<file path="src/design/distinct_value_frequency_counter_assert.svh">
// ----------------------------------------------------------------------------
// Distinct value frequency counter assertion macros
// Concurrent assertion wrappers, compiled out for synthesis.
// ----------------------------------------------------------------------------
`ifndef DISTINCT_VALUE_FREQUENCY_COUNTER_ASSERT_SVH
`define DISTINCT_VALUE_FREQUENCY_COUNTER_ASSERT_SVH

`ifndef SYNTHESIS
`define DVFC_ASSERT(lbl, prop) \
    lbl: assert property (@(posedge i_clk) disable iff (!i_rst_n) (prop)) \
        else $error("dvfc assertion failed");
`define DVFC_ASSERT_NEXT(lbl, cond, prop) \
    lbl: assert property (@(posedge i_clk) disable iff (!i_rst_n) (cond) |=> (prop)) \
        else $error("dvfc assertion failed");
`else
`define DVFC_ASSERT(lbl, prop)
`define DVFC_ASSERT_NEXT(lbl, cond, prop)
`endif

`endif

</file>
<file path="src/design/dvfc_pkg.sv">
// ----------------------------------------------------------------------------
// Distinct value frequency counter package
// Table sizes, command codes and the per-cell control bundle.
// ----------------------------------------------------------------------------
package dvfc_pkg;

    localparam int TABLE_ENTRIES = 32;
    localparam int VALUE_BITS    = 8;
    localparam int COUNT_BITS    = 32;
    localparam int IDX_BITS      = $clog2(TABLE_ENTRIES);
    localparam int USED_BITS     = $clog2(TABLE_ENTRIES + 1);

    localparam logic CMD_COUNT = 1'b0;
    localparam logic CMD_READ  = 1'b1;

    localparam logic [COUNT_BITS-1:0] COUNT_MAX = '1;
    localparam logic [USED_BITS-1:0]  USED_FULL = USED_BITS'(TABLE_ENTRIES);

    typedef struct packed {
        logic cnt_en;
        logic wr_en;
    } t_cell_ctl;

    typedef struct packed {
        logic                  hit;
        logic [VALUE_BITS-1:0] value;
        logic [COUNT_BITS-1:0] count;
        logic [COUNT_BITS-1:0] next_count;
    } t_cell_stat;

endpackage

</file>
<file path="src/design/dvfc_cell.sv">
// ----------------------------------------------------------------------------
// Distinct value frequency counter cell
// One table entry: stored value, saturating count, match and hit chain.
// ----------------------------------------------------------------------------
module dvfc_cell
    import dvfc_pkg::*;
(
    input  logic                  i_clk,
    input  t_cell_ctl             i_ctl,
    input  logic [VALUE_BITS-1:0] i_value,
    input  logic                  i_in_use,
    input  logic                  i_hit_prev,
    output logic                  o_hit_chain,
    output t_cell_stat            o_stat
);

    logic [VALUE_BITS-1:0] r_value;
    logic [COUNT_BITS-1:0] r_count;
    logic [COUNT_BITS-1:0] n_count;
    logic                  w_hit;

    assign w_hit       = i_in_use && (r_value == i_value);
    assign n_count     = (r_count == COUNT_MAX) ? r_count : r_count + COUNT_BITS'(1);
    assign o_hit_chain = i_hit_prev | w_hit;

    assign o_stat.hit        = w_hit;
    assign o_stat.value      = r_value;
    assign o_stat.count      = r_count;
    assign o_stat.next_count = n_count;

    always_ff @(posedge i_clk) begin
        if (i_ctl.wr_en) begin
            r_value <= i_value;
            r_count <= COUNT_BITS'(1);
        end else if (i_ctl.cnt_en) begin
            r_count <= n_count;
        end
    end

endmodule

</file>
<file path="src/design/distinct_value_frequency_counter.sv">
// ----------------------------------------------------------------------------
// Distinct value frequency counter
// The accepted beat is captured in the job register; the result is registered
// into the output registers once the output is not stalled. No new beat is taken
// while busy; the cell row compares all entries in parallel and updates at most one.
// Reset: synchronous active low; clears fill count, overflow flag and
// handshake state. Entry contents are not cleared.
// ----------------------------------------------------------------------------
`include "distinct_value_frequency_counter_assert.svh"

module distinct_value_frequency_counter
    import dvfc_pkg::*;
(
    input  logic                  i_clk,
    input  logic                  i_rst_n,
    input  logic                  i_valid,
    output logic                  o_stall,
    input  logic                  i_cmd,
    input  logic [VALUE_BITS-1:0] i_item_value,
    input  logic [IDX_BITS-1:0]   i_read_index,
    output logic                  o_valid,
    input  logic                  i_stall,
    output logic [IDX_BITS-1:0]   o_entry_index,
    output logic [VALUE_BITS-1:0] o_entry_value,
    output logic [COUNT_BITS-1:0] o_entry_count,
    output logic                  o_entry_valid,
    output logic                  o_table_full_error,
    output logic [USED_BITS-1:0]  o_entries_used
);

    logic                  r_busy;
    logic                  r_cmd;
    logic [VALUE_BITS-1:0] r_val;
    logic [IDX_BITS-1:0]   r_idx;
    logic [USED_BITS-1:0]  r_used;
    logic [USED_BITS-1:0]  n_used;
    logic                  r_ovf;
    logic                  n_ovf;
    logic                  r_out_vld;

    logic [IDX_BITS-1:0]   n_idx;
    logic [VALUE_BITS-1:0] n_value;
    logic [COUNT_BITS-1:0] n_count;
    logic                  n_valid;

    logic                  w_done;
    logic                  w_do_count;
    logic                  w_full;
    logic                  w_hit_any;
    logic [IDX_BITS-1:0]   w_hit_idx;
    logic [TABLE_ENTRIES-1:0] w_hit;
    logic [TABLE_ENTRIES-1:0] w_wr;
    logic [TABLE_ENTRIES:0]   w_chain;
    t_cell_ctl             w_ctl  [TABLE_ENTRIES];
    t_cell_stat            w_stat [TABLE_ENTRIES];

    assign o_stall    = r_busy;
    assign w_done     = r_busy && (!r_out_vld || !i_stall);
    assign w_do_count = w_done && (r_cmd == CMD_COUNT);
    assign w_full     = (r_used == USED_FULL);
    assign w_chain[0] = 1'b0;
    assign w_hit_any  = w_chain[TABLE_ENTRIES];

    for (genvar g = 0; g < TABLE_ENTRIES; g++) begin : g_cell
        assign w_hit[g]         = w_stat[g].hit;
        assign w_wr[g]          = w_do_count && !w_hit_any && !w_full &&
                                  (r_used == USED_BITS'(g));
        assign w_ctl[g].cnt_en  = w_do_count && w_stat[g].hit;
        assign w_ctl[g].wr_en   = w_wr[g];

        dvfc_cell u_cell (
            .i_clk       (i_clk),
            .i_ctl       (w_ctl[g]),
            .i_value     (r_val),
            .i_in_use    (USED_BITS'(g) < r_used),
            .i_hit_prev  (w_chain[g]),
            .o_hit_chain (w_chain[g+1]),
            .o_stat      (w_stat[g])
        );
    end

    always_comb begin
        w_hit_idx = '0;
        for (int i = 0; i < TABLE_ENTRIES; i++) begin
            if (w_hit[i]) begin
                w_hit_idx = w_hit_idx | IDX_BITS'(i);
            end
        end
    end

    always_comb begin
        n_used  = r_used;
        n_ovf   = r_ovf;
        n_idx   = '0;
        n_value = '0;
        n_count = '0;
        n_valid = 1'b0;
        case (r_cmd)
            CMD_READ: begin
                n_idx = r_idx;
                if (USED_BITS'(r_idx) < r_used) begin
                    n_value = w_stat[r_idx].value;
                    n_count = w_stat[r_idx].count;
                    n_valid = 1'b1;
                end
            end
            CMD_COUNT: begin
                if (w_hit_any) begin
                    n_idx   = w_hit_idx;
                    n_value = r_val;
                    n_count = w_stat[w_hit_idx].next_count;
                    n_valid = 1'b1;
                end else if (w_full) begin
                    n_ovf = 1'b1;
                end else begin
                    n_idx   = r_used[IDX_BITS-1:0];
                    n_value = r_val;
                    n_count = COUNT_BITS'(1);
                    n_valid = 1'b1;
                    n_used  = r_used + USED_BITS'(1);
                end
            end
            default: begin
                n_idx = '0;
            end
        endcase
    end

    always_ff @(posedge i_clk) begin
        if (!i_rst_n) begin
            r_busy    <= 1'b0;
            r_used    <= '0;
            r_ovf     <= 1'b0;
            r_out_vld <= 1'b0;
        end else begin
            if (i_valid && !r_busy) begin
                r_busy <= 1'b1;
            end else if (w_done) begin
                r_busy <= 1'b0;
            end
            if (w_done) begin
                r_used    <= n_used;
                r_ovf     <= n_ovf;
                r_out_vld <= 1'b1;
            end else if (!i_stall) begin
                r_out_vld <= 1'b0;
            end
        end
    end

    always_ff @(posedge i_clk) begin
        if (i_valid && !r_busy) begin
            r_cmd <= i_cmd;
            r_val <= i_item_value;
            r_idx <= i_read_index;
        end
        if (w_done) begin
            o_entry_index      <= n_idx;
            o_entry_value      <= n_value;
            o_entry_count      <= n_count;
            o_entry_valid      <= n_valid;
            o_table_full_error <= n_ovf;
            o_entries_used     <= n_used;
        end
    end

    assign o_valid = r_out_vld;

    `DVFC_ASSERT(a_hit_onehot0, $onehot0(w_hit))
    `DVFC_ASSERT(a_wr_exclusive, $onehot0(w_wr) && !(w_hit_any && (w_wr != '0)))
    `DVFC_ASSERT(a_used_bound, r_used <= USED_FULL)
    `DVFC_ASSERT_NEXT(a_ovf_sticky, r_ovf, r_ovf)

endmodule
</file>
<file path="config.mk">
export PLATFORM = sky130hd
export DESIGN_NAME = distinct_value_frequency_counter
export DESIGN_NICKNAME = d
export VERILOG_FILES = /design/src/design/dvfc_pkg.sv /design/src/design/dvfc_cell.sv /design/src/design/distinct_value_frequency_counter.sv
export VERILOG_INCLUDE_DIRS = /design/src /design/src/design
export SDC_FILE = /design/constraint.sdc
export NUM_CORES = 2
export LEC_CHECK = 0
export BUFFER_PORTS_ARGS = -buffer_cell sky130_fd_sc_hd__buf_2
export CORE_MARGIN = 1
export CORE_UTILIZATION = 30
export DETAILED_ROUTE_END_ITERATION = 12
export SETUP_SLACK_MARGIN = 0.3
export SYNTH_ARGS = -nofsm -noshare
export SYNTH_HDL_FRONTEND = slang
export SYNTH_SLANG_ARGS = --single-unit
</file>
<file path="constraint.sdc">
create_clock -name i_clk -period 4.7 [get_ports i_clk]
set_input_delay 0.235 -clock i_clk [delete_from_list [all_inputs] [get_ports i_clk]]
set_output_delay 0.235 -clock i_clk [all_outputs]
set_load 0.01 [all_outputs]
</file>
* Word-level counts from Yosys, hierarchy flattened
Cells that the tools add are included.
Storage, ports and cells: word-level logic and storage cells 607, register bits after elaboration 1356, input port bits 18
Cells by class: magnitude comparators 35, reduce and logical (&&, ||, !) cells 140, add/subtract/negate cells 33, eq/ne operators 99, muxes and demuxes 189, bitwise logic cells 34
Operator list (count):
- two-way mux 32 bit | 104
- adder 32 x 1 -> 32 bit (second input constant) | 32
- equality test 32 bit (second input constant) | 32
- binary-select mux 73 bit (select 5 bit) | 2
- equality test 8 bit | 32
- two-way mux 72 bit | 2
- two-way mux 5 bit | 21
- logical AND 1 bit | 101
- equality test 6 x 5 -> 1 bit (second input constant) | 16
- less-than comparator 5 x 6 -> 1 bit (first input constant) | 16
- one-hot mux 32 bit (2 select lines) | 1
- nonzero test 2 bit | 32
- two-way mux 8 bit | 7
- equality test 6 x 4 -> 1 bit (second input constant) | 8
- less-than comparator 4 x 6 -> 1 bit (first input constant) | 8
- two-way mux 6 bit | 8
- two-way mux 4 bit | 8
- bitwise OR 1 bit | 31
- two-way mux 1 bit | 27
- equality test 6 x 3 -> 1 bit (second input constant) | 4
- less-than comparator 3 x 6 -> 1 bit (first input constant) | 4
- one-hot mux 8 bit (2 select lines) | 1
- equality test 6 x 2 -> 1 bit (second input constant) | 2
- greater-or-equal comparator 6 bit (second input constant) | 2
- 18 further kinds | 29

* Logic depth before layout (Yosys ltp)
depth after elaboration 40, depth in mapped cells 18

* By module
From an unflattened synthesis, not the netlist that was laid out.
Second synthesis, totals: cells, all modules 12696, area, all modules 103730.7 sq um
By module, submodules not included:
- dvfc_cell | area each 2518.7 sq um, seq. area each 880.8 sq um, cells an instance 315, instances 32
- distinct_value_frequency_counter | area each 23133.4 sq um, seq. area each 2192.1 sq um, cells an instance 2616, instances 1

* Worst setup path before layout
OpenSTA, ideal clock, no wires.
path kind reg2reg, start point register r_val[5], end point register g_cell[5].u_cell.r_value[0] (enable), setup time 327 ps, path buffers 4, cell stages (with the launch flop) 14, arrival 3575 ps, setup slack 798 ps, path through edfxtp_1 -> buf_2 -> buf_2 -> buf_4 -> xor2_1 -> nor2_1 -> o2111a_1 -> nor4_1 -> and4_1 -> nand2_1 -> nor4_2 -> nand3_1 -> nor3_2 -> buf_2
RTL lines:
- start, declared | RTL line distinct_value_frequency_counter.sv:33 | logic [VALUE_BITS-1:0] r_val;
- start signal, assigned | RTL line distinct_value_frequency_counter.sv:154 | r_val <= i_item_value;
- end signal, assigned | RTL line dvfc_cell.sv:33 | r_value <= i_value;
- end, declared | RTL line dvfc_cell.sv:17 | logic [VALUE_BITS-1:0] r_value;

* Final worst setup path
start point register r_used[3], end point register o_entry_count[20] (data pin)
Between the ends: cells in the longest elaborated chain, start to end 40
RTL lines:
- start, declared | RTL line distinct_value_frequency_counter.sv:35 | logic [USED_BITS-1:0] r_used;
- start signal, assigned | RTL line distinct_value_frequency_counter.sv:142 | r_used <= n_used;
- less-than comparator 1 x 6 -> 1 bit | RTL line distinct_value_frequency_counter.sv:75 | .i_in_use (USED_BITS'(g) < r_used),
- logical AND 1 bit | RTL line dvfc_cell.sv:22 | assign w_hit = i_in_use && (r_value == i_value);
- two-way mux 1 bit | RTL line distinct_value_frequency_counter.sv:85 | if (w_hit[i]) begin
- two-way mux 2 bit (2 in a row) | RTL line distinct_value_frequency_counter.sv:85
- two-way mux 3 bit (4 in a row) | RTL line distinct_value_frequency_counter.sv:85
- two-way mux 4 bit (8 in a row) | RTL line distinct_value_frequency_counter.sv:85
- two-way mux 5 bit (16 in a row) | RTL line distinct_value_frequency_counter.sv:85
- inverter 5 -> 6 bit (not written as such) | RTL line distinct_value_frequency_counter.sv:111 | n_count = w_stat[w_hit_idx].next_count;
- binary-select mux 73 bit (select 5 bit) | RTL line distinct_value_frequency_counter.sv:111
- two-way mux 32 bit (not written as such) (2 in a row) | RTL line distinct_value_frequency_counter.sv:111
- two-way mux 32 bit | RTL line distinct_value_frequency_counter.sv:108 | if (w_hit_any) begin
- two-way mux 32 bit | RTL line distinct_value_frequency_counter.sv:98 | case (r_cmd)
- one-hot mux 32 bit (2 select lines) (*) | RTL line distinct_value_frequency_counter.sv:98
- named net n_count[20] | RTL line distinct_value_frequency_counter.sv:43 | logic [COUNT_BITS-1:0] n_count;
- end signal, assigned | RTL line distinct_value_frequency_counter.sv:160 | o_entry_count <= n_count;
- end, declared | RTL line distinct_value_frequency_counter.sv:25 | output logic [COUNT_BITS-1:0] o_entry_count,
Mark *: on every way through the listed nets, which the timed path passes. The rest lies on a longest branch. The select of a mux whose other input is x is not followed. A chain may end at the register's enable or synchronous reset.

==> results.rst <==
.. list-table::
   :header-rows: 1

   * - Metric
     - Value
   * - Run status
     - finished, violations left
   * - Failing checks
     - DRC
   * - Clock slew at reported path FFs
     - roughly 0.06 ns
   * - Longest Clk Path Bufs
     - 4
   * - Die width
     - between 500 and 600 um
   * - Async set or reset register ratio after synthesis
     - 0%
   * - Final period utilization
     - around 95%
   * - Wire length of the first global-routing pass
     - roughly 680000 um
   * - Final std cell area, no fill
     - ~110000 um2
   * - Number of CTS-inserted buffers
     - ~170
   * - Worst Path Class, Setup
     - reg2reg
   * - Number of antenna violations at the first check in global routing
     - 61
   * - Residual antenna-violating net count after detailed routing
     - 0
   * - Synthesis-to-layout area growth
     - 19.5%
   * - Top cell type by total area after synthesis
     - dfxtp_1
   * - Share of layout cells above drive strength 1
     - between 10% and 20%
   * - Cell count after synthesis
     - 11352
   * - Number of placed I/O pins
     - 73
   * - Power density relative to cell area
     - about 240 nW/um2
   * - Setup-failing EPs final
     - 0
   * - Max IR drop VDD
     - approximately 0.28 mV
   * - Post-detailed-route DRC marker count
     - 1
   * - Simple-gate area share of the yosys netlist
     - 25.8%
   * - Area share of the leading cell type in the synthesized netlist
     - between 20% and 30%
   * - Post-Synthesis Mean Instance Area
     - around 8.4 um2
   * - Critical path endpoint category
     - flop
   * - Post-Place Cells
     - between 15000 and 20000
   * - Detailed Route WL
     - approximately 500000 um
   * - Leakage power of the design
     - around 0.040 uW
   * - Adder and majority gate portion of the synthesized area
     - less than 1%
   * - HPWL after detailed placement
     - a little under 400000 um
   * - R2R Path Start
     - r_used[3]
   * - Number of distinct standard cells referenced by the synthesized netlist
     - 91
   * - Synthesis-stage register bit count
     - between 1000 and 1500
   * - Crit-path max FO
     - 8
   * - Gr usage total
     - a little under a third
   * - Tightest slew margin relative to the limit
     - between 10% and 20%
   * - Most used standard cells in the synthesized netlist
     - nor2_1, nand2_1, xnor2_1
   * - 1st-pass router iterations
     - 12
   * - Area of the mapped netlist
     - about 95000 um2
   * - FP Rows
     - around 210
   * - Total congestion overflow after global routing
     - 0
   * - Input/output buffers
     - 72
   * - Startpoint of the most critical hold path
     - i_item_value[2]
   * - Required time reported for the critical path endpoint
     - approximately 5.4 ns
   * - Type of element launching the critical path
     - flop
   * - Starting Density
     - between 30% and 40%
   * - Per-cell via count in the routed design
     - around 5.8
   * - Fin. Hold Viols
     - 0
   * - DR vias
     - approximately 93000
   * - Combinational family with the most area after synthesis
     - simple AND/OR/NAND/NOR gates
   * - Number of synthesized flops with an enable pin
     - approximately 320
   * - RSZ-0062 raised after global routing
     - yes
   * - Floorplan core area
     - between 300000 and 400000 um2
   * - Routed wirelength normalized by instance count
     - 31.1 um
   * - DIE AREA
     - about 320000 um2
   * - Share of the synthesized area in compound gates (AO/OA/AOI/OAI)
     - under 10%
   * - Total number of nets in the final design
     - around 12000
   * - Last weighted congestion value of the routability-driven placer
     - approximately 1.1
   * - Share of synthesized area spent on multiplexers
     - about a tenth
   * - Max-cap violation count
     - 0
   * - Summed negative setup slack over all endpoints
     - 0 ns
   * - Most repeated cell in the gate-level netlist after synthesis
     - nor2_1
   * - End-of-flow core utilization
     - a little over a third
   * - Area after DPL
     - between 100000 and 150000 um2
   * - Starting DRT DRC Count
     - roughly 13000
   * - Synthesized Nets
     - roughly 11000
   * - Root buf cell
     - clkbuf_16
   * - Synth Area in XOR/XNOR
     - 20.0%
   * - Type of the worst min-delay path
     - in2reg
   * - Total count of max-transition violations in the final report
     - 0
   * - Clock Skew
     - a little under 0.09 ns
   * - H-tree levels
     - 4
   * - Pin slew with the least headroom to its limit
     - 1.26 ns
   * - CTS tree
     - yes
   * - Clock network latency to the later pin of the worst-skew pair
     - 0.94 ns
   * - Cell types with the largest area share after synthesis
     - dfxtp_1, xnor2_1, edfxtp_1, mux4_2, xor2_1
   * - Worst path arrival time
     - roughly 5.2 ns
   * - FMAX
     - roughly 220 MHz
   * - Maximum number of pins on one net before global-route repair
     - about 60
   * - Crit path time final
     - around 4.4 ns
   * - Synth warn
     - 0
   * - Clock sink total
     - between 1000 and 1500
   * - Sequential element share of the synthesized area
     - a little under a third
   * - Flop2flop setup slack
     - between 0.2 and 0.3 ns
   * - Start point of the critical path
     - r_used[3]
   * - Main synth FF type
     - dfxtp_1
   * - Floorplan die height
     - 566 um
   * - Non-filler instance count after layout
     - around 16000
   * - Vias in the first global route
     - 85471
## per-stage QoR
step	hold slack (ns)	worst slack, ns	power, uW
after floorplan	0.334	0.798	13100
after global placement	0.414	-0.670	13700
after detailed placement	0.418	-0.711	13700
after CTS	0.0201	0.262	27800
after global routing	0.0875	0.234	28300
final	0.0700	0.254	27700
## where the power goes
part           total, uW  leakage (uW)  switching [uW]  internal, uW
Sequential         12100        0.0113             110         12000
Combinational       1480        0.0264             895           584
Clock              14100       0.00283            6030          8070
## worst max-delay path: stages (launching register included)
cell and delay [ns]:
dfxtp_4 0.37, buf_4 0.16, or4_4 0.59, and3_4 0.21, or4_4 0.52, nor4_4 0.20, buf_4 0.18, nor2b_4 0.26
buf_12 0.20, buf_4 0.13, nand2_2 0.07, buf_4 0.21, a211oi_1 0.42, or3_1 0.41, a21oi_1 0.12, o211ai_1 0.18
## final cells by class
| type | instances | area (um2) |
|---|---|---|
| flip-flops and latches | 1356 | 30400 |
| clock buffers | 227 | 4800 |
| fillers | 32814 | 202000 |
| repair buffers | 1079 | 9770 |
| clock inverters | 86 | 1020 |
| inverters | 86 | 328 |
| diodes | 25 | 62.6 |
| multi-input cells | 9068 | 62300 |
| well taps | 4160 | 5200 |
## metal layers
layer	vias up	GRT usage (%)	part of all wire, %
met3	1366	6.95	10
li1	40412	-	-
met5	-	0	0.079
met1	45658	37.4	38
met2	5479	45.8	43
met4	58	22.2	8.8
## logic make-up after synthesis
| logic type | after synthesis |
|---|---|
| simple gates | 5328 |
| fa+ha+maj | 41 |
| mux | 507 |
| xor+xnor | 2175 |
| buf+inv | 928 |
| compound gates | 1017 |
| flops | 1356 |
## placed cells by master, fill, tap and decap left out, types with 184 or more instances in the layout
| master | instances |
|---|---|
| mux4_2 | 400 |
| xor2_1 | 988 |
| xnor2_1 | 1171 |
| and3_1 | 210 |
| nand2_1 | 1213 |
| edfxtp_1 | 323 |
| nand3_1 | 644 |
| nor3_1 | 254 |
| clkbuf_16 | 184 |
| buf_4 | 827 |
| nor2_1 | 1966 |
| dfxtp_1 | 1028 |
| o21ai_0 | 218 |
| nand4_1 | 336 |
## worst paths after layout
kind                       end  cells past startpoint
min                   r_val[2]                      2
min reg2reg              r_ovf                      2
max reg2reg  o_entry_count[20]                     15
max          o_entry_count[20]                     15
## timing repair
action	4_1_cts	5_1_grt
resized for setup	108	119
buffers inserted	31	38
gates cloned	4	8
pin swaps	16	33
hold buffers	29	0
setup endpoints to repair	32	38
hold endpoints to repair	37	0
## state kept, by name (all words and copies together) (netlist names), 6 cells and up
| signal | count |
|---|---|
| r_val | 8 |
| o_entries_used | 6 |
| o_entry_value | 8 |
| g_cell.u_cell.r_count | 1024 |
| g_cell.u_cell.r_value | 256 |
| o_entry_count | 32 |
| r_used | 6 |
(Power assumes the default switching activity.)
